<file path="src/sv/i4dot_pkg.sv">
// Shared constants, types and float helpers of the block dot product.
`default_nettype none

package i4dot_pkg;

  localparam int BLOCK_SIZE      = 32;
  localparam int LANES           = 4;
  localparam int ITEMS_PER_BLOCK = BLOCK_SIZE / 2 / LANES;
  localparam int POS_W           = (ITEMS_PER_BLOCK > 1) ? $clog2(ITEMS_PER_BLOCK) : 1;
  localparam int SUM_W           = 18;
  localparam int VEC_W           = 8 * LANES;
  localparam int SCALE_W         = 16;
  localparam int TDATA_W         = 3 * VEC_W + 2 * SCALE_W;
  localparam int OUT_W           = 32;
  localparam int QDEPTH          = 4;
  localparam int QPTR_W          = $clog2(QDEPTH);
  localparam int NIBBLE_BIAS     = 8;
  localparam logic [7:0]  NIBBLE_MASK = 8'h0F;
  localparam logic [31:0] CANON_NAN   = 32'h7FC0_0000;
  localparam logic [7:0]  EXP_MAX     = 8'hFF;

  typedef struct packed {
    logic signed [SUM_W-1:0] sum;
    logic [SCALE_W-1:0]      dx;
    logic [SCALE_W-1:0]      dy;
    logic                    last;
  } blk_t;

  typedef struct packed {
    logic push;
    blk_t blk;
  } qin_t;

  typedef struct packed {
    logic valid;
    blk_t blk;
  } qout_t;

  typedef enum logic [1:0] {FC_NUM, FC_ZERO, FC_INF, FC_NAN} fcls_t;

  typedef enum logic [3:0] {
    B_IDLE, B_MUL, B_RND, B_ALIGN, B_ADD, B_NORM, B_ROUND, B_EMIT
  } back_state_t;

  function automatic logic [31:0] half_to_float(input logic [15:0] h);
    logic       s;
    logic [4:0] e;
    logic [9:0] m;
    logic [9:0] mm;
    logic [3:0] lz;
    logic       found;
    s = h[15];
    e = h[14:10];
    m = h[9:0];
    lz = 4'd0;
    found = 1'b0;
    for (int i = 9; i >= 0; i--) begin
      if (!found && m[i]) begin
        lz = 4'(9 - i);
        found = 1'b1;
      end
    end
    mm = m << (lz + 4'd1);
    if (e == 5'h1F) begin
      half_to_float = {s, EXP_MAX, m, 13'b0};
    end else if (e == 5'd0) begin
      if (m == 10'd0) begin
        half_to_float = {s, 31'b0};
      end else begin
        half_to_float = {s, 8'd113 - {4'b0, lz} - 8'd1, mm, 13'b0};
      end
    end else begin
      half_to_float = {s, {3'b0, e} + 8'd112, m, 13'b0};
    end
  endfunction

  function automatic logic [31:0] int_to_float(input logic signed [SUM_W-1:0] v);
    logic             s;
    logic [SUM_W-1:0] mag;
    logic [SUM_W-1:0] norm;
    logic [4:0]       lz;
    logic             found;
    s = v[SUM_W-1];
    mag = s ? (~v + 1'b1) : v;
    lz = 5'd0;
    found = 1'b0;
    for (int i = SUM_W - 1; i >= 0; i--) begin
      if (!found && mag[i]) begin
        lz = 5'(SUM_W - 1 - i);
        found = 1'b1;
      end
    end
    norm = mag << lz;
    if (mag == '0) begin
      int_to_float = 32'd0;
    end else begin
      int_to_float = {s, 8'(127 + SUM_W - 1) - {3'b0, lz},
                      23'(norm[SUM_W-2:0]) << (24 - SUM_W)};
    end
  endfunction

  function automatic logic [4:0] lzc28(input logic [27:0] v);
    logic found;
    lzc28 = 5'd0;
    found = 1'b0;
    for (int i = 27; i >= 0; i--) begin
      if (!found && v[i]) begin
        lzc28 = 5'(27 - i);
        found = 1'b1;
      end
    end
  endfunction

  function automatic fcls_t classify(input logic [31:0] f);
    if (f[30:23] == EXP_MAX) begin
      classify = (f[22:0] != 23'd0) ? FC_NAN : FC_INF;
    end else if (f[30:23] == 8'd0) begin
      classify = FC_ZERO;
    end else begin
      classify = FC_NUM;
    end
  endfunction

endpackage

`default_nettype wire

</file>
<file path="src/sv/i4dot_front.sv">
// Front: takes items, forms lane products and closes integer block sums.
`default_nettype none

module i4dot_front (
  input  wire logic                        clk,
  input  wire logic                        rst,
  input  wire logic                        s_axis_tvalid,
  output logic                             s_axis_tready,
  input  wire logic [i4dot_pkg::TDATA_W-1:0] s_axis_tdata,
  input  wire logic                        s_axis_tlast,
  input  wire logic                        q_full,
  output i4dot_pkg::qin_t                  q_in
);

  logic signed [i4dot_pkg::SUM_W-1:0] bsum;
  logic [i4dot_pkg::POS_W-1:0]        pos;
  logic signed [i4dot_pkg::SUM_W-1:0] item_sum;
  logic signed [i4dot_pkg::SUM_W-1:0] sum_next;
  logic [i4dot_pkg::VEC_W-1:0]        nib;
  logic [i4dot_pkg::VEC_W-1:0]        ylo;
  logic [i4dot_pkg::VEC_W-1:0]        yhi;
  logic                               accept;
  logic                               close;

  assign nib = s_axis_tdata[i4dot_pkg::VEC_W-1:0];
  assign ylo = s_axis_tdata[2*i4dot_pkg::VEC_W-1:i4dot_pkg::VEC_W];
  assign yhi = s_axis_tdata[3*i4dot_pkg::VEC_W-1:2*i4dot_pkg::VEC_W];

  always_comb begin
    logic [7:0]         xb;
    logic signed [4:0]  lo;
    logic signed [4:0]  hi;
    logic signed [12:0] plo;
    logic signed [12:0] phi;
    item_sum = '0;
    for (int k = 0; k < i4dot_pkg::LANES; k++) begin
      xb  = nib[8*k +: 8];
      lo  = $signed({1'b0, 4'(xb & i4dot_pkg::NIBBLE_MASK)}) - 5'(i4dot_pkg::NIBBLE_BIAS);
      hi  = $signed({1'b0, xb[7:4]}) - 5'(i4dot_pkg::NIBBLE_BIAS);
      plo = lo * $signed(ylo[8*k +: 8]);
      phi = hi * $signed(yhi[8*k +: 8]);
      item_sum = item_sum + i4dot_pkg::SUM_W'(plo) + i4dot_pkg::SUM_W'(phi);
    end
  end

  assign s_axis_tready = !q_full;
  assign accept        = s_axis_tvalid && s_axis_tready;
  assign sum_next      = bsum + item_sum;
  assign close = (pos == i4dot_pkg::POS_W'(i4dot_pkg::ITEMS_PER_BLOCK - 1)) || s_axis_tlast;

  always_comb begin
    q_in.push     = accept && close;
    q_in.blk.sum  = sum_next;
    q_in.blk.dx   = s_axis_tdata[3*i4dot_pkg::VEC_W +: i4dot_pkg::SCALE_W];
    q_in.blk.dy   = s_axis_tdata[3*i4dot_pkg::VEC_W + i4dot_pkg::SCALE_W +: i4dot_pkg::SCALE_W];
    q_in.blk.last = s_axis_tlast;
  end

  always_ff @(posedge clk) begin
    if (rst) begin
      bsum <= '0;
      pos  <= '0;
    end else if (accept) begin
      if (close) begin
        bsum <= '0;
        pos  <= '0;
      end else begin
        bsum <= sum_next;
        pos  <= pos + 1'b1;
      end
    end
  end

endmodule

`default_nettype wire

</file>
<file path="src/sv/i4dot_queue.sv">
// Short queue of closed blocks between the front and the float back end.
`default_nettype none

module i4dot_queue (
  input  wire logic   clk,
  input  wire logic   rst,
  input  wire i4dot_pkg::qin_t q_in,
  output logic        q_full,
  input  wire logic   pop,
  output i4dot_pkg::qout_t q_out
);

  i4dot_pkg::blk_t           entries [i4dot_pkg::QDEPTH];
  logic [i4dot_pkg::QPTR_W-1:0] wr_ptr;
  logic [i4dot_pkg::QPTR_W-1:0] rd_ptr;
  logic [i4dot_pkg::QPTR_W:0]   count;
  logic                         do_push;
  logic                         do_pop;

  assign q_full      = (count == (i4dot_pkg::QPTR_W+1)'(i4dot_pkg::QDEPTH));
  assign q_out.valid = (count != '0);
  assign q_out.blk   = entries[rd_ptr];
  assign do_push     = q_in.push && !q_full;
  assign do_pop      = pop && q_out.valid;

  always_ff @(posedge clk) begin
    if (do_push) begin
      entries[wr_ptr] <= q_in.blk;
    end
  end

  always_ff @(posedge clk) begin
    if (rst) begin
      wr_ptr <= '0;
      rd_ptr <= '0;
      count  <= '0;
    end else begin
      if (do_push) wr_ptr <= wr_ptr + 1'b1;
      if (do_pop)  rd_ptr <= rd_ptr + 1'b1;
      if (do_push && !do_pop) begin
        count <= count + 1'b1;
      end else if (do_pop && !do_push) begin
        count <= count - 1'b1;
      end
    end
  end

endmodule

`default_nettype wire

</file>
<file path="src/sv/i4dot_back.sv">
// Back end: scales block sums in float32 and accumulates the row sum.
`default_nettype none

module i4dot_back (
  input  wire logic             clk,
  input  wire logic             rst,
  input  wire i4dot_pkg::qout_t q_out,
  output logic                  pop,
  output logic                  m_axis_tvalid,
  input  wire logic             m_axis_tready,
  output logic [i4dot_pkg::OUT_W-1:0] m_axis_tdata
);

  i4dot_pkg::back_state_t state, state_next;

  logic [31:0]        opa;
  logic [31:0]        opb;
  logic [31:0]        cfy;
  logic [31:0]        acc;
  logic               second;
  logic               last_r;
  logic [47:0]        prod;
  logic signed [9:0]  pexp;
  logic               psign;
  i4dot_pkg::fcls_t   pcls;
  logic [26:0]        amb;
  logic [26:0]        ams;
  logic signed [9:0]  aexp;
  logic               asign;
  logic               asub;
  i4dot_pkg::fcls_t   scls;
  logic [31:0]        sval;
  logic [27:0]        sum;
  logic [4:0]         nlz;
  logic               out_load;

  // Multiply rounding
  logic [23:0]        rm;
  logic               rrb;
  logic               rst_bit;
  logic signed [9:0]  re;
  logic [24:0]        rm25;
  logic [31:0]        mres;

  // Add alignment
  logic [31:0]        big;
  logic [31:0]        sml;
  i4dot_pkg::fcls_t   ca;
  i4dot_pkg::fcls_t   cb;
  logic [7:0]         dexp;
  logic [53:0]        wide;
  logic [26:0]        al;

  // Add rounding
  logic [27:0]        nrm;
  logic [23:0]        am;
  logic signed [9:0]  ae;
  logic [24:0]        am25;
  logic [31:0]        ares;

  always_comb begin
    state_next = state;
    unique case (state)
      i4dot_pkg::B_IDLE:  if (q_out.valid) state_next = i4dot_pkg::B_MUL;
      i4dot_pkg::B_MUL:   state_next = i4dot_pkg::B_RND;
      i4dot_pkg::B_RND:   state_next = second ? i4dot_pkg::B_ALIGN : i4dot_pkg::B_MUL;
      i4dot_pkg::B_ALIGN: state_next = i4dot_pkg::B_ADD;
      i4dot_pkg::B_ADD:   state_next = i4dot_pkg::B_NORM;
      i4dot_pkg::B_NORM:  state_next = i4dot_pkg::B_ROUND;
      i4dot_pkg::B_ROUND: state_next = last_r ? i4dot_pkg::B_EMIT : i4dot_pkg::B_IDLE;
      i4dot_pkg::B_EMIT:  if (!m_axis_tvalid || m_axis_tready) state_next = i4dot_pkg::B_IDLE;
      default:            state_next = i4dot_pkg::B_IDLE;
    endcase
  end

  always_comb begin
    pop      = 1'b0;
    out_load = 1'b0;
    unique case (state)
      i4dot_pkg::B_IDLE: pop      = q_out.valid;
      i4dot_pkg::B_EMIT: out_load = !m_axis_tvalid || m_axis_tready;
      default: begin
        pop      = 1'b0;
        out_load = 1'b0;
      end
    endcase
  end

  // Round the 48-bit product to float32.
  always_comb begin
    if (prod[47]) begin
      rm      = prod[47:24];
      rrb     = prod[23];
      rst_bit = |prod[22:0];
      re      = pexp + 10'sd1;
    end else begin
      rm      = prod[46:23];
      rrb     = prod[22];
      rst_bit = |prod[21:0];
      re      = pexp;
    end
    rm25 = {1'b0, rm} + {24'd0, rrb & (rst_bit | rm[0])};
    if (rm25[24]) re = re + 10'sd1;
    case (pcls)
      i4dot_pkg::FC_NAN:  mres = i4dot_pkg::CANON_NAN;
      i4dot_pkg::FC_INF:  mres = {psign, i4dot_pkg::EXP_MAX, 23'd0};
      i4dot_pkg::FC_ZERO: mres = {psign, 31'd0};
      default:            mres = {psign, re[7:0], rm25[24] ? rm25[23:1] : rm25[22:0]};
    endcase
  end

  // Order operands by magnitude and align the smaller one.
  always_comb begin
    if (opb[30:0] > opa[30:0]) begin
      big = opb;
      sml = opa;
    end else begin
      big = opa;
      sml = opb;
    end
    ca   = i4dot_pkg::classify(big);
    cb   = i4dot_pkg::classify(sml);
    dexp = big[30:23] - sml[30:23];
    wide = {(cb == i4dot_pkg::FC_ZERO) ? 24'd0 : {1'b1, sml[22:0]}, 3'b0, 27'd0};
    if (dexp > 8'd27) begin
      al = {26'd0, |wide};
    end else begin
      wide = wide >> dexp[4:0];
      al   = {wide[53:28], wide[27] | (|wide[26:0])};
    end
  end

  // Normalize and round the sum.
  always_comb begin
    nrm  = sum << nlz;
    am   = nrm[27:4];
    ae   = aexp + 10'sd1 - $signed({5'd0, nlz});
    am25 = {1'b0, am} + {24'd0, nrm[3] & ((|nrm[2:0]) | am[0])};
    if (am25[24]) ae = ae + 10'sd1;
    if (scls != i4dot_pkg::FC_NUM) begin
      ares = sval;
    end else if (sum == 28'd0) begin
      ares = {asub ? 1'b0 : asign, 31'd0};
    end else if (ae >= 10'sd255) begin
      ares = {asign, i4dot_pkg::EXP_MAX, 23'd0};
    end else if (ae <= 10'sd0) begin
      ares = {asign, 31'd0};
    end else begin
      ares = {asign, ae[7:0], am25[24] ? am25[23:1] : am25[22:0]};
    end
  end

  always_ff @(posedge clk) begin
    if (rst) begin
      state <= i4dot_pkg::B_IDLE;
      acc   <= 32'd0;
    end else begin
      state <= state_next;
      if (state == i4dot_pkg::B_ROUND) acc <= ares;
      if (out_load) acc <= 32'd0;
    end
  end

  always_ff @(posedge clk) begin
    case (state)
      i4dot_pkg::B_IDLE: begin
        opa    <= i4dot_pkg::int_to_float(q_out.blk.sum);
        opb    <= i4dot_pkg::half_to_float(q_out.blk.dx);
        cfy    <= i4dot_pkg::half_to_float(q_out.blk.dy);
        last_r <= q_out.blk.last;
        second <= 1'b0;
      end
      i4dot_pkg::B_MUL: begin
        prod  <= {1'b1, opa[22:0]} * {1'b1, opb[22:0]};
        pexp  <= $signed({2'b0, opa[30:23]}) + $signed({2'b0, opb[30:23]}) - 10'sd127;
        psign <= opa[31] ^ opb[31];
        if (i4dot_pkg::classify(opa) == i4dot_pkg::FC_NAN ||
            i4dot_pkg::classify(opb) == i4dot_pkg::FC_NAN ||
            (i4dot_pkg::classify(opa) == i4dot_pkg::FC_INF &&
             i4dot_pkg::classify(opb) == i4dot_pkg::FC_ZERO) ||
            (i4dot_pkg::classify(opa) == i4dot_pkg::FC_ZERO &&
             i4dot_pkg::classify(opb) == i4dot_pkg::FC_INF)) begin
          pcls <= i4dot_pkg::FC_NAN;
        end else if (i4dot_pkg::classify(opa) == i4dot_pkg::FC_INF ||
                     i4dot_pkg::classify(opb) == i4dot_pkg::FC_INF) begin
          pcls <= i4dot_pkg::FC_INF;
        end else if (i4dot_pkg::classify(opa) == i4dot_pkg::FC_ZERO ||
                     i4dot_pkg::classify(opb) == i4dot_pkg::FC_ZERO) begin
          pcls <= i4dot_pkg::FC_ZERO;
        end else begin
          pcls <= i4dot_pkg::FC_NUM;
        end
      end
      i4dot_pkg::B_RND: begin
        if (!second) begin
          opa    <= mres;
          opb    <= cfy;
          second <= 1'b1;
        end else begin
          opa <= acc;
          opb <= mres;
        end
      end
      i4dot_pkg::B_ALIGN: begin
        amb   <= (ca == i4dot_pkg::FC_ZERO) ? 27'd0 : {1'b1, big[22:0], 3'b0};
        ams   <= al;
        aexp  <= $signed({2'b0, big[30:23]});
        asign <= big[31];
        asub  <= big[31] ^ sml[31];
        if (ca == i4dot_pkg::FC_NAN || cb == i4dot_pkg::FC_NAN ||
            (ca == i4dot_pkg::FC_INF && cb == i4dot_pkg::FC_INF && big[31] != sml[31])) begin
          scls <= i4dot_pkg::FC_NAN;
          sval <= i4dot_pkg::CANON_NAN;
        end else if (ca == i4dot_pkg::FC_INF) begin
          scls <= i4dot_pkg::FC_INF;
          sval <= big;
        end else begin
          scls <= i4dot_pkg::FC_NUM;
          sval <= big;
        end
      end
      i4dot_pkg::B_ADD: begin
        sum <= asub ? ({1'b0, amb} - {1'b0, ams}) : ({1'b0, amb} + {1'b0, ams});
      end
      i4dot_pkg::B_NORM: begin
        nlz <= i4dot_pkg::lzc28(sum);
      end
      default: begin
      end
    endcase
  end

  // Output register: holds the row result until the sink takes it.
  always_ff @(posedge clk) begin
    if (rst) begin
      m_axis_tvalid <= 1'b0;
    end else if (out_load) begin
      m_axis_tvalid <= 1'b1;
    end else if (m_axis_tready) begin
      m_axis_tvalid <= 1'b0;
    end
  end

  always_ff @(posedge clk) begin
    if (out_load) m_axis_tdata <= acc;
  end

endmodule

`default_nettype wire

</file>
<file path="src/sv/int4_int8_block_dot_product.sv">
// Top level: 4-bit by 8-bit block dot product with float32 row accumulation.
// Front takes one item per cycle while the 4-entry block queue has room.
// Back end works on one closed block at a time (two shared float multiply passes
// and a 4-step float add), plus an emit step on a row's last block.
// Synchronous active-high reset clears the sums, queue and output valid flag.
`default_nettype none

module int4_int8_block_dot_product (
  input  wire logic                          clk,
  input  wire logic                          rst,
  input  wire logic                          s_axis_tvalid,
  output logic                               s_axis_tready,
  // packed_nibbles, low_half_values, high_half_values, nibble_block_scale,
  // byte_block_scale
  input  wire logic [i4dot_pkg::TDATA_W-1:0] s_axis_tdata,
  input  wire logic                          s_axis_tlast,   // row_end
  output logic                               m_axis_tvalid,
  input  wire logic                          m_axis_tready,
  output logic [i4dot_pkg::OUT_W-1:0]        m_axis_tdata    // row_dot_bits
);

  i4dot_pkg::qin_t  q_in;
  i4dot_pkg::qout_t q_out;
  logic             q_full;
  logic             pop;

  i4dot_front u_front (
    .clk           (clk),
    .rst           (rst),
    .s_axis_tvalid (s_axis_tvalid),
    .s_axis_tready (s_axis_tready),
    .s_axis_tdata  (s_axis_tdata),
    .s_axis_tlast  (s_axis_tlast),
    .q_full        (q_full),
    .q_in          (q_in)
  );

  i4dot_queue u_queue (
    .clk    (clk),
    .rst    (rst),
    .q_in   (q_in),
    .q_full (q_full),
    .pop    (pop),
    .q_out  (q_out)
  );

  i4dot_back u_back (
    .clk           (clk),
    .rst           (rst),
    .q_out         (q_out),
    .pop           (pop),
    .m_axis_tvalid (m_axis_tvalid),
    .m_axis_tready (m_axis_tready),
    .m_axis_tdata  (m_axis_tdata)
  );

endmodule

`default_nettype wire

</file>
<file path="config.mk">
export PLATFORM = sky130hd
export DESIGN_NAME = int4_int8_block_dot_product
export DESIGN_NICKNAME = d
export VERILOG_FILES = /design/src/sv/i4dot_pkg.sv /design/src/sv/i4dot_front.sv /design/src/sv/i4dot_queue.sv /design/src/sv/i4dot_back.sv /design/src/sv/int4_int8_block_dot_product.sv
export SDC_FILE = /design/constraint.sdc
export NUM_CORES = 2
export LEC_CHECK = 0
export ABC_AREA = 0
export CAP_MARGIN = 20
export CORE_MARGIN = 2
export CORE_UTILIZATION = 40
export CTS_BUF_LIST = sky130_fd_sc_hd__clkbuf_16
export DETAILED_ROUTE_END_ITERATION = 6
export DONT_BUFFER_PORTS = 1
export PLACE_DENSITY = 0.55
export RECOVER_POWER = 100
export SYNTH_ARGS = -nofsm -noshare
export SYNTH_HDL_FRONTEND = slang
export SYNTH_HIERARCHICAL = 1
export SYNTH_SLANG_ARGS = --single-unit
</file>
<file path="constraint.sdc">
create_clock -name clk -period 25.7 [get_ports clk]
set_input_delay 5.14 -clock clk [delete_from_list [all_inputs] [get_ports clk]]
set_output_delay 5.14 -clock clk [all_outputs]
set_load 0.02 [all_outputs]
</file>
* Word level (Yosys, flattened, before mapping)
Memories as Yosys holds them, arrays and structs flattened. A register that Yosys moved wholly into a read port is not among the register bits. Index checks and enable logic that the tools add are counted.
Storage, ports and cells: bits in registers 384, memory bits (writable) 204, input bits 133, output and inout bits 34, word-level logic and storage cells 587, memories 1
Memory list:
- u_queue.entries | words 4, bits a word 51, read ports 1, clocked after Yosys merged registers in 1, wr ports 1, RTL line i4dot_queue.sv:13 | i4dot_pkg::blk_t entries [i4dot_pkg::QDEPTH];
Operators by class: add/subtract/negate cells 43, $mul 9, order comparisons 4, equality and inequality tests 37, shifts and indexed selects 5, muxes and demuxes 265, bitwise logic cells 9, reduce and logical (&&, ||, !) cells 179
Operators by type and width (count):
- two-way mux 32 bit | 7
- two-way mux 31 bit | 7
- two-way mux 1 bit | 149
- two-way mux 4 bit | 32
- one-hot mux 32 bit (2 select lines) | 2
- multiplier 5 x 8 -> 13 bit | 8
- one-hot mux 32 bit (3 select lines) | 1
- nonzero test 23 bit | 4
- adder 18 x 13 -> 18 bit | 5
- logical AND 1 bit | 72
- two-way mux 23 bit | 3
- zero test 1 bit | 66
- two-way mux 2 bit | 31
- two-way mux 3 bit | 19
- right shift 54 x 5 -> 54 bit | 1
- adder 24 x 1 -> 25 bit | 2
- multiplier 24 x 24 -> 48 bit | 1
- two-way mux 24 bit | 2
- subtractor 4 x 4 -> 5 bit, second input constant | 8
- two-way mux 18 bit | 2
- equality test 8 bit, second input constant | 4
- zero test 8 bit | 4
- one-hot mux 4 bit (8 select lines) | 1
- > comparator 31 bit | 1
- 64 further kinds | 119

* Depth between registers and ports, before layout
depth in word-level cells 109, gate-level depth with buffers 33, gate-level depth less buffers 30

* By module
Netlist, hierarchy kept.
Modules (own cells, without submodules):
- i4dot_back | times used 1, cells each 4675, area each 43262.7 µm², sequential area each 9819.4 µm²
- i4dot_front | times used 1, cells each 1560, area each 15272.1 µm², sequential area each 400.4 µm²
- i4dot_queue | times used 1, cells each 315, area each 7886.3 µm², sequential area each 6306.0 µm²

* Worst setup path after synthesis
No wires, ideal clock.
path type input to register, start input s_axis_tdata[31] (netlist bit), end register u_front/bsum[15] (netlist bit), library setup time 0.074 ns, arrival 11.840 ns, required time 25.626 ns, slack 13.786 ns, stages 23, path buffers 1, cell sequence clkbuf_1 or2_2 fa_1 inv_1 fa_1 inv_1 fa_1 fa_1 inv_1 fa_1 fa_1 fa_1 fa_1 inv_1 fa_1 inv_1 ha_1 a211o_1 o211ai_2 a21oi_1 a211o_1 a2111o_1 a31oi_1
On the way: longest elaborated chain between the ends 5
Ends and longest elaborated chain:
- start, declared | RTL line int4_int8_block_dot_product.sv:15 | input wire logic [i4dot_pkg::TDATA_W-1:0] s_axis_tdata,
- subtractor 4 x 4 -> 5 bit | RTL line i4dot_front.sv:39 | hi = $signed({1'b0, xb[7:4]}) - 5'(i4dot_pkg::NIBBLE_BIAS);
- multiplier 5 x 8 -> 13 bit | RTL line i4dot_front.sv:41 | phi = hi * $signed(yhi[8*k +: 8]);
- adder 18 x 13 -> 18 bit | RTL line i4dot_front.sv:42 | item_sum = item_sum + i4dot_pkg::SUM_W'(plo) + i4dot_pkg::SUM_W'(phi);
- adder 18 bit | RTL line i4dot_front.sv:48 | assign sum_next = bsum + item_sum;
- two-way mux 18 bit | RTL line i4dot_front.sv:64 | if (close) begin
- end signal, assigned | RTL line i4dot_front.sv:68 | bsum <= sum_next;
- end, declared | RTL line i4dot_front.sv:15 | logic signed [i4dot_pkg::SUM_W-1:0] bsum;
No other way between the ends. A chain may end at the register's enable or synchronous reset.

* Worst setup path in the final report
start register u_back.opb[23], end register u_back.ams[0], data pin
On the way: longest elaborated chain between the ends 11, elaborated cells between the ends (all ways) 18, those cells by class add/sub (1); order compare (2); eq/ne (2); shift (1); mux (7); bitwise (1); reduce/logical (4)
Ends and longest elaborated chain:
- start, declared | RTL line i4dot_back.sv:17 | logic [31:0] opb;
- start signal, assigned | RTL line i4dot_back.sv:168 | opb <= i4dot_pkg::half_to_float(q_out.blk.dx);
- start signal, assigned | RTL line i4dot_back.sv:197 | opb <= cfy;
- start signal, assigned | RTL line i4dot_back.sv:201 | opb <= mres;
- > comparator 31 bit | RTL line i4dot_back.sv:114 | if (opb[30:0] > opa[30:0]) begin
- two-way mux 32 bit | RTL line i4dot_back.sv:114
- nonzero test 23 bit / zero test 8 bit (equally long branches) | RTL line i4dot_pkg.sv:116, i4dot_pkg.sv:117
- two-way mux 1 bit, on equally long branches | RTL line i4dot_pkg.sv:116, i4dot_pkg.sv:117
- two-way mux 2 bit | RTL line i4dot_pkg.sv:115 | if (f[30:23] == EXP_MAX) begin
- equality test 2 x 1 -> 1 bit | RTL line i4dot_back.sv:124 | wide = {(cb == i4dot_pkg::FC_ZERO) ? 24'd0 : {1'b1, sml[22:0]}, 3'b0, 27'd0};
- two-way mux 24 bit | RTL line i4dot_back.sv:124
- right shift 54 x 5 -> 54 bit | RTL line i4dot_back.sv:128 | wide = wide >> dexp[4:0];
- OR reduction 27 bit | RTL line i4dot_back.sv:129 | al = {wide[53:28], wide[27] | (|wide[26:0])};
- OR 1 bit | RTL line i4dot_back.sv:129
- two-way mux 1 bit * | RTL line i4dot_back.sv:125 | if (dexp > 8'd27) begin
- net u_back.al[0] | RTL line i4dot_back.sv:52 | logic [26:0] al;
- end signal, assigned | RTL line i4dot_back.sv:206 | ams <= al;
- end, declared | RTL line i4dot_back.sv:27 | logic [26:0] ams;
Mark *: on every way through the listed nets, which the timed path passes. The rest lies on a longest branch.

==> reports/metrics.cfg <==
[grt]
grt_use_total_pct = 22.5
grt_pass1_vias = 47563
grt_antenna_before_repair = 8
grt_overflow = 0
grt_max_degree = 67
grt_first_pass_wirelength_mm = 292

[timing]
drv_slew = 784
setup_tns_ps = 0
tightest_slew_ps = 3860
fin_skew_ps = 44.9
setup_viol = 0
post-route-min-period_ps = 11640
rsz0062_at_grt = no
fin_crit_sh_pct = 45.3
finalHoldViolCount = 0
slew_headroom_pct = -158
max_freq_ghz = 0.0859

[run]
maxCapViolCount = 17

[logic_synthesis]
avgSynthCellArea_um2 = 10.1
synth-compound-area-share_pct = 7.94
yosysTopAreaCell = fa_1
yosysWarnings = 6
synth_edf_count = 507
synthMostInstantiatedCell = inv_1
ys_ff_latch = 572
synth_common_cells = 1124 x inv_1, 927 x fa_1, 561 x nand2_1, 521 x nor2_1, 507 x edfxtp_1
synth_nets = 8010
async_flop_share_pct = 0
synthDistinctLibCells = 101
synthFlopType = edfxtp_1
syn-cell-area_um2 = 66400
synthTopCellsByArea = fa_1 28%, edfxtp_1 23%, ha_1 7.5%
synth.area.mux_share_pct = 6.49
synth_seq_area_share_pct = 24.9
synth_top_family_by_area = adder cells
synth_top_area_share_pct = 27.9
synth-simple-area-share_pct = 13.6
synth_fa_ha_area_share_pct = 35.5
netlist_instances = 6550
synth-xor-area-share_pct = 3.08

[cts]
post_cts_resized = 0
h-tree-depth = 2
post_cts_buffers = 0
cts_root_buf = clkbuf_16
clockBufferDepth = 3
clock_latency_ps = 680
tritoncts = built
cts.sinks = 572
cts_buffers = 61
hold_buffers = 0
path_clk_slew_ps = 70

[floorplanning]
row_count = 149
die_y_um = 411
start_util_pct = 40.3
die-area_um2 = 169000
dieWidth_um = 411
coreArea_um2 = 165000
num_io_pins = 167

[critical_path]
path_common_cell = clkbuf_1
crit_required_ps = 26050
path_cells = inv_1, ha_1, clkbuf_1, nor4_1, a221oi_1, o31ai_1, a221oi_4, clkbuf_1, clkbuf_1, mux2i_1, a311oi_1, xnor2_2, clkbuf_1, mux4_2, o21ai_0, nor4b_1, nor4b_1, o2bb2ai_1, a32oi_1
startpoint = u_back/opb[23]
cp_slowest_cell = clkbuf_1
critPathKind = reg -> reg
critical_path_arrival_ps = 11990
cp_max_fo = 58
critPathLaunchType = register
regToRegEndpoint = u_back/ams[0]
critPathMaxStageDelay_ps = 2450
r2r_setup_slack_ps = 14060
r2r-start = u_back/opb[23]
cp-end-kind = register
crit_end = u_back/ams[0]
rr_worst_depth = 19

[finish]
area_growth_pct = 5.72
nets = 7854
drive_gt1_share_pct = 5.45

[worst_hold_path]
hp-start = u_back/sval[0]
hp-class = reg -> reg

[detailed_routing]
viasPerCell = 5.38
wl_per_cell_um = 22.0
antenna_left = 0
drtPass1Iterations = 7
drt-initial-drc-count = 3950
drt_wl_total_mm = 190
remaining_drc_errors = 2
num_vias = 46500

[placement]
numPortBuffers = 0
gp_congestion = 0.899
dp_hpwl_mm = 146

[run_status]
status = complete, but fails checks
violations = DRC, capacitance limit, slew limit

critical path, delay by kind of cell (launching register included):
kind | cells | cell delay (ps)
compound gates | 7 | 2090
xor+xnor | 1 | 170
fa+ha+maj | 1 | 290
buf+inv | 5 | 6050
flops | 1 | 470
mux | 2 | 1020
simple gates | 3 | 1140
state kept, by name, summed over array words and instances, names as in the netlist, 24 cells and up, named ones only:
register             count
u_back/sval             32
u_back/ams              27
u_back/m_axis_tdata     32
u_back/amb              24
u_back/opb              32
u_back/sum              28
u_back/opa              32
u_back/prod             48
u_queue/entries        204
u_back/acc              32
logic make-up after synthesis:
family | after synthesis
XOR/XNOR | 232
multiplexers | 295
adder cells (fa/ha/maj) | 1327
flip-flops | 572
AO/OA/AOI/OAI | 809
AND/OR/NAND/NOR | 1888
buffers and inverters | 1427
routing by layer:
layer  wire [µm]  up-vias  GRT usage [%]
li1            -    21090              -
met1       85000    23695           32.7
met2       87200     1505           35.7
met3       13500      206           3.42
met4        4030        4           4.57
met5          24        -              0
per-stage QoR:
step,hold slack (ps),utilization [%],instance area (µm²),cells,setup WS (ps)
CTS,473,42.7,70400,8633,14250
floorplan,422,-,66400,6550,13790
global route,497,42.6,70200,8634,13480
finish,478,42.6,70200,8636,14060
global placement,458,41.5,68400,8518,13570
detailed placement,463,41.5,68400,8519,13580
worst min-delay path by stage:
| stage | end | slack, ps | cells after the start |
|---|---|---|---|
| floorplan | u_back/m_axis_tdata[28] | 420 | 0 |
| global placement | u_back/acc[16] | 460 | 2 |
| detailed placement | u_back/acc[22] | 460 | 2 |
| CTS | u_back/acc[16] | 470 | 2 |
| global route | u_back/acc[10] | 500 | 2 |
| finish | u_back/acc[0] | 480 | 2 |
cell type report:
class / count / area [µm²]
clock inverters: 53 / 443
well taps: 2189 / 2740
clock buffers: 61 / 1530
flip-flops and latches: 572 / 16500
multi-input cells: 4551 / 44200
fillers: 16047 / 94800
diodes: 2 / 5.00
repair buffers: 80 / 507
inverters: 1128 / 4230
placed cells by master (no fill, tap or decap), types with 51 or more instances in the layout:
master        n
edfxtp_1    507
inv_1      1134
buf_4        55
nand3_1      67
ha_1        400
nor2_1      519
o21ai_0     165
a21o_1       51
xnor2_1     158
nor2b_1      63
nand2_1     561
dfxtp_1      64
xor2_1       71
nor3_1       87
fa_1        927
clkbuf_16    61
a21oi_1     240
and2_1      338
mux2i_1     152
mux4_2      105
Power is not shown: default switching activity piles up to over one toggle a cycle in this logic, so the estimate is an artifact.
